===== config.mk =====
export PLATFORM = sky130hd
export DESIGN_NAME = bba_ctrl
export DESIGN_NICKNAME = d
export VERILOG_FILES = /design/src/hw/rtl/bba_pkg.sv /design/src/hw/rtl/bba_ctrl.sv
export SDC_FILE = /design/constraint.sdc
export NUM_CORES = 1
export LEC_CHECK = 0
export BUFFER_PORTS_ARGS = -buffer_cell sky130_fd_sc_hd__clkbuf_2
export CORE_AREA = 2 2 57 65
export DETAILED_ROUTE_END_ITERATION = 16
export DIE_AREA = 0 0 59 67
export SLEW_MARGIN = 25
export SYNTH_ARGS = -nofsm -noshare
export SYNTH_HDL_FRONTEND = slang
export SYNTH_SLANG_ARGS = --single-unit

===== constraint.sdc =====
create_clock -name clk_i -period 3.05 [get_ports clk_i]
set_clock_uncertainty 0.2 [all_clocks]
set_input_delay 0.1525 -clock clk_i [delete_from_list [all_inputs] [get_ports clk_i]]
set_output_delay 0.1525 -clock clk_i [all_outputs]
set_load 0.1 [all_outputs]

===== src/hw/rtl/bba_pkg.sv =====
// ============================================================================
// bba_pkg
// Shared constants, request/status codes, sequencer commands and the
// helpers that locate a block's free bit in the packed bitmap memory.
// ============================================================================
package bba_pkg;

  // Store geometry
  localparam int MaxLevel = 10;
  localparam int Cap      = 1 << MaxLevel;
  localparam int AW       = MaxLevel;             // unit offset bits
  localparam int LW       = $clog2(MaxLevel + 1); // level bits
  localparam int SW       = MaxLevel + 1;         // unit count bits
  localparam int OffW     = 10;                   // block_offset field
  localparam int SizeW    = 11;                   // alloc_size field

  // Free bitmap packing: each level starts on a fresh 32-bit word
  localparam int WordW = 32;
  localparam int BitW  = 5;
  localparam int WIW   = (MaxLevel > BitW) ? MaxLevel - BitW : 1;

  function automatic int level_words(int k);
    int n;
    n = (Cap >> k) >> BitW;
    return (n > 0) ? n : 1;
  endfunction

  function automatic int base_of(int lvl);
    int s;
    s = 0;
    for (int k = 0; k <= MaxLevel; k++) begin
      if (k < lvl) s = s + level_words(k);
    end
    return s;
  endfunction

  localparam int FmWords = base_of(MaxLevel + 1);
  localparam int FAW     = $clog2(FmWords);

  function automatic logic [FAW-1:0] word_base(logic [LW-1:0] lvl);
    return FAW'(base_of(int'(lvl)));
  endfunction

  function automatic logic [WIW-1:0] last_word(logic [LW-1:0] lvl);
    return WIW'(level_words(int'(lvl)) - 1);
  endfunction

  // Smallest level whose block holds size units
  function automatic logic [LW-1:0] level_for(logic [SizeW-1:0] size);
    int l;
    l = 0;
    for (int k = 0; k < MaxLevel; k++) begin
      if ((1 << k) < int'(size)) l = k + 1;
    end
    return LW'(l);
  endfunction

  // Request kinds
  localparam logic [1:0] ReqAlloc = 2'd0;
  localparam logic [1:0] ReqFree  = 2'd1;
  localparam logic [1:0] ReqClaim = 2'd2;

  // Result status
  localparam logic [1:0] StOk       = 2'd0;
  localparam logic [1:0] StReject   = 2'd1;
  localparam logic [1:0] StNotAlloc = 2'd2;

  // Sequencer commands to the datapath
  typedef enum logic [4:0] {
    OP_NONE,
    OP_CLR,
    OP_LOAD,
    OP_A_INIT,
    OP_A_RD,
    OP_A_NEXTW,
    OP_A_NEXTL,
    OP_A_TAKE,
    OP_F_RDTAG,
    OP_F_REL,
    OP_F_RDB,
    OP_F_MERGE,
    OP_NODE_RD,
    OP_SET_WR,
    OP_C_INIT,
    OP_C_RD,
    OP_C_HIT,
    OP_C_DEC,
    OP_SP_RD,
    OP_TAKE,
    OP_REJECT,
    OP_FREE_OK,
    OP_FREE_ERR
  } bba_op_e;

  typedef struct packed {
    bba_op_e op;
  } bba_cmd_t;

  typedef struct packed {
    logic [1:0] kind;
    logic       size_bad;
    logic       claim_bad;
    logic       off_big;
    logic       lvl_is_target;
    logic       lvl_is_max;
    logic       word_nz;
    logic       word_last;
    logic       bit_set;
    logic       tag_used;
    logic       clr_done;
    logic       out_free;
  } bba_stat_t;

endpackage


===== src/hw/rtl/bba_ctrl.sv =====
// ============================================================================
// bba_ctrl
// Allocator sequencer: clearing pass, request dispatch, bitmap scan, split,
// merge and claim walks, and result posting.
// ============================================================================
module bba_ctrl (
  input  logic               clk_i,
  input  logic               rst_ni,
  input  logic               in_valid_i,
  output logic               in_stall_o,
  input  bba_pkg::bba_stat_t stat_i,
  output bba_pkg::bba_cmd_t  cmd_o
);

  localparam logic [4:0] S_CLR    = 5'd0;
  localparam logic [4:0] S_IDLE   = 5'd1;
  localparam logic [4:0] S_DISP   = 5'd2;
  localparam logic [4:0] S_A_RD   = 5'd3;
  localparam logic [4:0] S_A_CHK  = 5'd4;
  localparam logic [4:0] S_SP_RD  = 5'd5;
  localparam logic [4:0] S_SP_WR  = 5'd6;
  localparam logic [4:0] S_TAKE   = 5'd7;
  localparam logic [4:0] S_REJ    = 5'd8;
  localparam logic [4:0] S_F_TAG  = 5'd9;
  localparam logic [4:0] S_F_LOOP = 5'd10;
  localparam logic [4:0] S_F_BCHK = 5'd11;
  localparam logic [4:0] S_F_SET  = 5'd12;
  localparam logic [4:0] S_F_SETW = 5'd13;
  localparam logic [4:0] S_F_FIN  = 5'd14;
  localparam logic [4:0] S_F_ERR  = 5'd15;
  localparam logic [4:0] S_C_RD   = 5'd16;
  localparam logic [4:0] S_C_CHK  = 5'd17;

  logic [4:0] state_q, state_d;
  bba_pkg::bba_op_e op;

  assign in_stall_o = (state_q != S_IDLE);
  assign cmd_o.op   = op;

  // Next state and command
  always_comb begin
    state_d = state_q;
    op      = bba_pkg::OP_NONE;
    unique case (state_q)
      S_CLR: begin
        op = bba_pkg::OP_CLR;
        if (stat_i.clr_done) state_d = S_IDLE;
      end
      S_IDLE: begin
        if (in_valid_i) begin
          op      = bba_pkg::OP_LOAD;
          state_d = S_DISP;
        end
      end
      S_DISP: begin
        case (stat_i.kind)
          bba_pkg::ReqAlloc: begin
            if (stat_i.size_bad) state_d = S_REJ;
            else begin
              op      = bba_pkg::OP_A_INIT;
              state_d = S_A_RD;
            end
          end
          bba_pkg::ReqFree: begin
            if (stat_i.off_big) state_d = S_F_ERR;
            else begin
              op      = bba_pkg::OP_F_RDTAG;
              state_d = S_F_TAG;
            end
          end
          bba_pkg::ReqClaim: begin
            if (stat_i.size_bad || stat_i.claim_bad) state_d = S_REJ;
            else begin
              op      = bba_pkg::OP_C_INIT;
              state_d = S_C_RD;
            end
          end
          default: state_d = S_REJ;
        endcase
      end
      S_A_RD: begin
        op      = bba_pkg::OP_A_RD;
        state_d = S_A_CHK;
      end
      S_A_CHK: begin
        if (stat_i.word_nz) begin
          op      = bba_pkg::OP_A_TAKE;
          state_d = stat_i.lvl_is_target ? S_TAKE : S_SP_RD;
        end else if (!stat_i.word_last) begin
          op      = bba_pkg::OP_A_NEXTW;
          state_d = S_A_RD;
        end else if (stat_i.lvl_is_max) begin
          state_d = S_REJ;
        end else begin
          op      = bba_pkg::OP_A_NEXTL;
          state_d = S_A_RD;
        end
      end
      S_SP_RD: begin
        op      = bba_pkg::OP_SP_RD;
        state_d = S_SP_WR;
      end
      S_SP_WR: begin
        op      = bba_pkg::OP_SET_WR;
        state_d = stat_i.lvl_is_target ? S_TAKE : S_SP_RD;
      end
      S_TAKE: begin
        if (stat_i.out_free) begin
          op      = bba_pkg::OP_TAKE;
          state_d = S_IDLE;
        end
      end
      S_REJ: begin
        if (stat_i.out_free) begin
          op      = bba_pkg::OP_REJECT;
          state_d = S_IDLE;
        end
      end
      S_F_TAG: begin
        if (!stat_i.tag_used) state_d = S_F_ERR;
        else begin
          op      = bba_pkg::OP_F_REL;
          state_d = S_F_LOOP;
        end
      end
      S_F_LOOP: begin
        if (stat_i.lvl_is_max) state_d = S_F_SET;
        else begin
          op      = bba_pkg::OP_F_RDB;
          state_d = S_F_BCHK;
        end
      end
      S_F_BCHK: begin
        if (stat_i.bit_set) begin
          op      = bba_pkg::OP_F_MERGE;
          state_d = S_F_LOOP;
        end else begin
          state_d = S_F_SET;
        end
      end
      S_F_SET: begin
        op      = bba_pkg::OP_NODE_RD;
        state_d = S_F_SETW;
      end
      S_F_SETW: begin
        op      = bba_pkg::OP_SET_WR;
        state_d = S_F_FIN;
      end
      S_F_FIN: begin
        if (stat_i.out_free) begin
          op      = bba_pkg::OP_FREE_OK;
          state_d = S_IDLE;
        end
      end
      S_F_ERR: begin
        if (stat_i.out_free) begin
          op      = bba_pkg::OP_FREE_ERR;
          state_d = S_IDLE;
        end
      end
      S_C_RD: begin
        op      = bba_pkg::OP_C_RD;
        state_d = S_C_CHK;
      end
      S_C_CHK: begin
        if (stat_i.bit_set) begin
          op      = bba_pkg::OP_C_HIT;
          state_d = stat_i.lvl_is_target ? S_TAKE : S_SP_RD;
        end else if (stat_i.lvl_is_target) begin
          state_d = S_REJ;
        end else begin
          op      = bba_pkg::OP_C_DEC;
          state_d = S_C_RD;
        end
      end
      default: state_d = S_IDLE;
    endcase
  end

  always_ff @(posedge clk_i or negedge rst_ni) begin
    if (!rst_ni) state_q <= S_CLR;
    else         state_q <= state_d;
  end

endmodule


==> results.json, run 1 <==
{
  "clk_pin_slew_ps": 50,
  "cts.repair.resized": 0,
  "finalCritPeriodShare": 0.900,
  "vias": 1170,
  "gr-total-overflow": 0,
  "top_regs": "state_q: 5 flops",
  "h-tree-depth": 1,
  "critPathKind": "flip-flop to output port",
  "ys_warn_count": 0,
  "grt_first_pass_wirelength_mm": 4.82,
  "grt_pass1_vias": 1044,
  "fmax_ghz": 0.364,
  "cap_violations": 0,
  "async_flop_share": 1.00,
  "hp-class": "input port to flip-flop",
  "fin_nets": 167,
  "status": "finished clean",
  "p_seq_frac": 0.146,
  "antenna_found_initial": 0,
  "cts_tree": "yes",
  "die_h_um": 67,
  "min_path_cells": 3,
  "grt_usage": 0.157,
  "min_to": "state_q[2]",
  "cts.path.max_buffers": 2,
  "crit_arrival_ps": 2390,
  "diodes": 0,
  "p_per_area_nw_per_um2": 1150,
  "largest_reg_flops": 5,
  "first_pass_iters": 7,
  "min-delay-start": "stat_i[6]",
  "synthesis.area_um2": 952,
  "r2r_start": "state_q[2]",
  "rr_worst_depth": 6,
  "hold_viol": 0,
  "regToRegEndpoint": "state_q[0]",
  "die_area_um2": 3950,
  "cp_slowest_cell": "dfrtp_1",
  "p_comb_frac": 0.792,
  "tns_ps": 0,
  "r2r_slack_ps": 750,
  "yosys.area.top_type": "dfrtp_1",
  "rows": 22,
  "crit_fanout": 21,
  "clockRootBuffer": "clkbuf_4",
  "syn_nets": 148,
  "wl_mm": 2.95,
  "drc_errors": 0,
  "utilization": 0.337,
  "end_kind": "output port",
  "synth_commonest_cells": "11 x nand3_1, 10 x nand2b_1, 10 x nand4_1, 9 x nor2_1, 7 x buf_2",
  "drtIter0Drc": 49,
  "synth_cell_types": 50,
  "pre_cts_ws_ps": 620,
  "post-route-min-period_ps": 2740,
  "ant_nets": 0,
  "p_leak_nw": 0.435,
  "routedWlPerCell_um": 15.9,
  "dpl.hpwl_mm": 2.25,
  "placement.io_buffers": 21,
  "max_stage_delay_ps": 760,
  "synth.most_common_cell": "nand3_1",
  "slew_violations": 0,
  "avgSynthCellArea_um2": 7.21,
  "tightest_slew_ps": 681,
  "grt_max_degree": 22,
  "gp_congestion": 0.855,
  "worstSkewPairLatency_ps": 250,
  "synth_area_leaders": "dfrtp_1 13%, nand2b_1 6.6%, nand4_1 6.6%, nand3_1 5.8%, buf_2 3.7%",
  "largest-register": "state_q",
  "power_frac_clock": 0.063,
  "slew_headroom": 0.546,
  "area_growth_pct": 15.0,
  "cp_cell_sequence": "inv_1 -> or3_1 -> nand3_1 -> nand2_1 -> o211ai_1 -> clkbuf_2",
  "start_util": 0.293,
  "setup_ws_ps": 305,
  "setup_viol": 0,
  "crit_required_ps": 2700,
  "rsz0062_at_grt": "no",
  "synth_seq_cells": 5,
  "yosys.area.top_type_share": 0.131,
  "cp-start-kind": "flip-flop",
  "internal-power_mw": 0.431,
  "power.switching_mw": 0.828,
  "num_io_pins": 22,
  "core_area_um2": 3250,
  "cts_buffers": 3,
  "synth_top_flop_cell": "dfrtp_1",
  "drive_gt1_frac": 0.240,
  "n_fill_cell": 348,
  "peakVddDrop_v": 0.000430,
  "cts_sinks": 5,
  "swShare": 0.658,
  "syn_inst": 132,
  "die_x_um": 59,
  "viasPerCell": 6.29,
  "synth_edf_count": 0,
  "yosysSeqAreaShare": 0.131
}
-- logic make-up after synthesis --
kind of cell,synth area share
AO/OA/AOI/OAI,0.286
buffers and inverters,0.0920
XOR/XNOR,0.00920
multiplexers,0.0223
AND/OR/NAND/NOR,0.459
flip-flops,0.131
-- layout make-up --
type / instances / area (um^2) / area share
clock buffers: 4 / 26.3 / 0.0240
inverters: 3 / 11.3 / 0.0103
multi-input cells: 112 / 739 / 0.675
flip-flops and latches: 5 / 125 / 0.114
well taps: 36 / 45.0 / 0.0411
repair buffers: 26 / 148 / 0.135
-- what timing repair did --
action | CTS | global route
buffers inserted | 0 | 0
hold buffers | 2 | 0
hold endpoints to repair | 6 | 0
-- power by group through the flow --
stage / clock network, mW / registers (mW) / logic (mW)
final: 0.0790 / 0.183 / 0.996
after CTS: 0.0790 / 0.181 / 0.986
after detailed placement: 0 / 0.182 / 0.982
after global placement: 0 / 0.183 / 0.983
after global routing: 0.0832 / 0.190 / 1.06
after floorplan: 0 / 0.104 / 0.906
-- worst max-delay path by stage --
stage / from / end / slack, ps / cells past startpoint
after floorplan: state_q[4] / cmd_o[3] / 240 / 5
after global placement: state_q[2] / cmd_o[0] / 630 / 6
after detailed placement: state_q[2] / cmd_o[3] / 620 / 7
after CTS: state_q[2] / cmd_o[3] / 360 / 7
after global routing: state_q[3] / cmd_o[3] / 180 / 6
final: state_q[3] / cmd_o[3] / 310 / 6
-- cell usage in the layout, fill, tap and decap left out, types with 2 or more instances in the layout --
master / Yosys / routed
o21ai_0: 4 / 4
a22o_1: 2 / 2
nor3_2: 2 / 2
o21a_1: 3 / 3
nor3_1: 3 / 3
clkbuf_2: 0 / 21
nand3_1: 11 / 11
nand3b_1: 3 / 3
o22ai_1: 3 / 3
nand2_1: 6 / 6
a31oi_1: 3 / 3
inv_1: 3 / 3
nand4_1: 10 / 10
a21oi_1: 5 / 5
buf_4: 2 / 3
clkbuf_4: 0 / 3
nor2b_1: 5 / 5
o21ai_1: 4 / 4
a41oi_1: 2 / 2
nand2b_1: 10 / 10
nor2_1: 9 / 9
dlygate4sd3_1: 0 / 2
dfrtp_1: 5 / 5
-- worst max-delay path: cells and delay by family (launching register included) --
kind,cells,cell delay (ps)
and+or+nand+nor,3,540
buffers and inverters,2,730
AOI/OAI and AO/OA,1,100
DFF,1,760
-- layer usage --
metal  share of wire  track usage  wire [um]  vias up
met4           0.011       0.0653         32        0
met1            0.40        0.199       1170      555
met3            0.10       0.0291        301        6
met5               0            0          0        -
met2            0.49        0.258       1450       65
li1                -            -          -      544
-- through the flow --
step / hold slack, ps / cell area [um^2] / total power, mW / cells
floorplan: -343 / 952 / 1.01 / 132
global placement: -227 / 1050 / 1.17 / 180
detailed placement: -224 / 1050 / 1.16 / 180
CTS: 26.1 / 1090 / 1.25 / 186
global route: 50.0 / 1090 / 1.34 / 186
finish: 20.2 / 1090 / 1.26 / 186
Power figures use the tool's default switching activity.
==> inputs of run 2 (changes only) <==
==> constraint.sdc (replaced) <==
create_clock -name clk_i -period 3.05 [get_ports clk_i]
set_clock_uncertainty 0.2 [all_clocks]
set_input_delay 0.1525 -clock clk_i [delete_from_list [all_inputs] [get_ports clk_i]]
set_output_delay 0.1525 -clock clk_i [all_outputs]
set_load 0.05 [all_outputs]
==> run 2 against run 1 <==
  * Sequential share of layout area up 0.15 points
  * Critical path type unchanged
  * Final area down 1.3%
  * Die area unchanged
  * Clock power down 2.9%
  * Worst hold slack better by 28 ps
  * Clock-buffer cell count down 1
  * Sequential power up 20%
==> results.json, run 2 (synthesized netlist as in run 1, its figures left out) <==
{
  "num_io_pins": 22,
  "grt_max_degree": 29,
  "cts.path.max_buffers": 2,
  "critPathKind": "flip-flop to output port",
  "end_kind": "output port",
  "slew_headroom": 0.403,
  "fmax_ghz": 0.379,
  "setup_ws_ps": 412,
  "cts.repair.resized": 0,
  "grt_usage": 0.157,
  "area_growth_pct": 13.5,
  "routedWlPerCell_um": 15.6,
  "wl_mm": 2.87,
  "n_fill_cell": 371,
  "clockRootBuffer": "clkbuf_4",
  "crit_required_ps": 2700,
  "clk_pin_slew_ps": 50,
  "fin_nets": 165,
  "p_per_area_nw_per_um2": 968,
  "gr-total-overflow": 0,
  "grt_first_pass_wirelength_mm": 4.89,
  "status": "finished clean",
  "final_cell_mix": "21 x clkbuf_2, 11 x nand3_1, 10 x nand2b_1, 10 x nand4_1, 9 x nor2_1",
  "rows": 22,
  "diodes": 0,
  "ant_nets": 0,
  "top_regs": "state_q: 5 flops",
  "placement.io_buffers": 21,
  "cts_tree": "yes",
  "start_util": 0.293,
  "cts_sinks": 5,
  "tightest_slew_ps": 895,
  "viasPerCell": 6.01,
  "drive_gt1_frac": 0.236,
  "die_area_um2": 3950,
  "total_power_mw": 1.05,
  "post-route-min-period_ps": 2640,
  "die_x_um": 59,
  "crit_fanout": 27,
  "h-tree-depth": 1,
  "slew_violations": 0,
  "worstSkewPairLatency_ps": 250,
  "final_common_cell": "clkbuf_2",
  "cp-start-kind": "flip-flop",
  "drc_errors": 0,
  "peakVddDrop_v": 0.000271,
  "gp_congestion": 0.898,
  "dpl.hpwl_mm": 2.19,
  "setup_viol": 0,
  "hold_viol": 0,
  "largest_reg_flops": 5,
  "vias": 1106,
  "cap_violations": 0,
  "first_pass_iters": 4,
  "largest-register": "state_q",
  "die_h_um": 67,
  "finalCritPeriodShare": 0.865,
  "crit_arrival_ps": 2290,
  "cts_buffers": 3,
  "antenna_found_initial": 0,
  "pre_cts_ws_ps": 702,
  "drtIter0Drc": 64,
  "tns_ps": 0,
  "core_area_um2": 3250,
  "grt_pass1_vias": 1111,
  "hp-class": "input port to flip-flop",
  "rsz0062_at_grt": "no",
  "p_leak_nw": 0.428
}
[run 2: cell count changes in the layout (fill, tap and decap cells not counted), sizes merged]
cell	change
clkinv	+1
buf	-2
clkbuf	-1
[run 2: path summary, 6_finish.rpt]
path,start,to,slack [ps],depth (start not counted)
min in group asynchronous,rst_ni,state_q[2],60,2
max in group asynchronous,rst_ni,state_q[3],2450,2
hold / removal,stat_i[6],state_q[2],50,3
setup reg to reg,state_q[2],state_q[0],750,5
setup / recovery,state_q[2],cmd_o[0],410,6
hold reg to reg,state_q[0],state_q[0],690,1
[run 2: routing by layer]
metal	global-route usage	wire (um)	vias to the layer above	share of wire
li1	-	-	546	-
met1	0.198	1280	507	0.45
met2	0.267	1360	49	0.47
met3	0.0291	200	4	0.070
met4	0.0483	29	0	0.010
met5	0	0	-	0
[run 2: critical path: stages, from the launching register on]
cell and delay (ps):
dfrtp_1 920, nor2b_1 330, a22o_1 180, a22o_1 130, a21oi_1 60, o21ai_1 120, clkbuf_2 290
[run 2: final cells by class]
class | instances | area [um^2] | area share
clock inverters | 1 | 5.00 | 0.00463
clock buffers | 3 | 22.5 | 0.0208
well taps | 36 | 45.0 | 0.0417
inverters | 3 | 11.3 | 0.0104
flip-flops and latches | 5 | 125 | 0.116
repair buffers | 24 | 133 | 0.123
multi-input cells | 112 | 739 | 0.684
[run 2: power breakdown]
group / switching [mW] / internal (mW) / leakage, nW
Sequential: 0.131 / 0.0878 / 0.0649
Clock: 0.0291 / 0.0475 / 0.0177
Combinational: 0.469 / 0.282 / 0.345
Total: 0.629 / 0.417 / 0.428
[run 2: metrics by stage]
stage,hold WS [ps],util,area (um^2),std cells
after floorplan,-343,-,952,132
after global placement,-225,0.318,1030,178
after detailed placement,-229,0.318,1030,178
after CTS,40.9,0.333,1080,184
after global routing,52.3,0.333,1080,184
final,48.4,0.333,1080,184
[run 2: repair_timing]
action | in CTS | in global routing
hold endpoints to repair | 6 | 0
hold buffers | 2 | 0
buffers inserted | 0 | 0
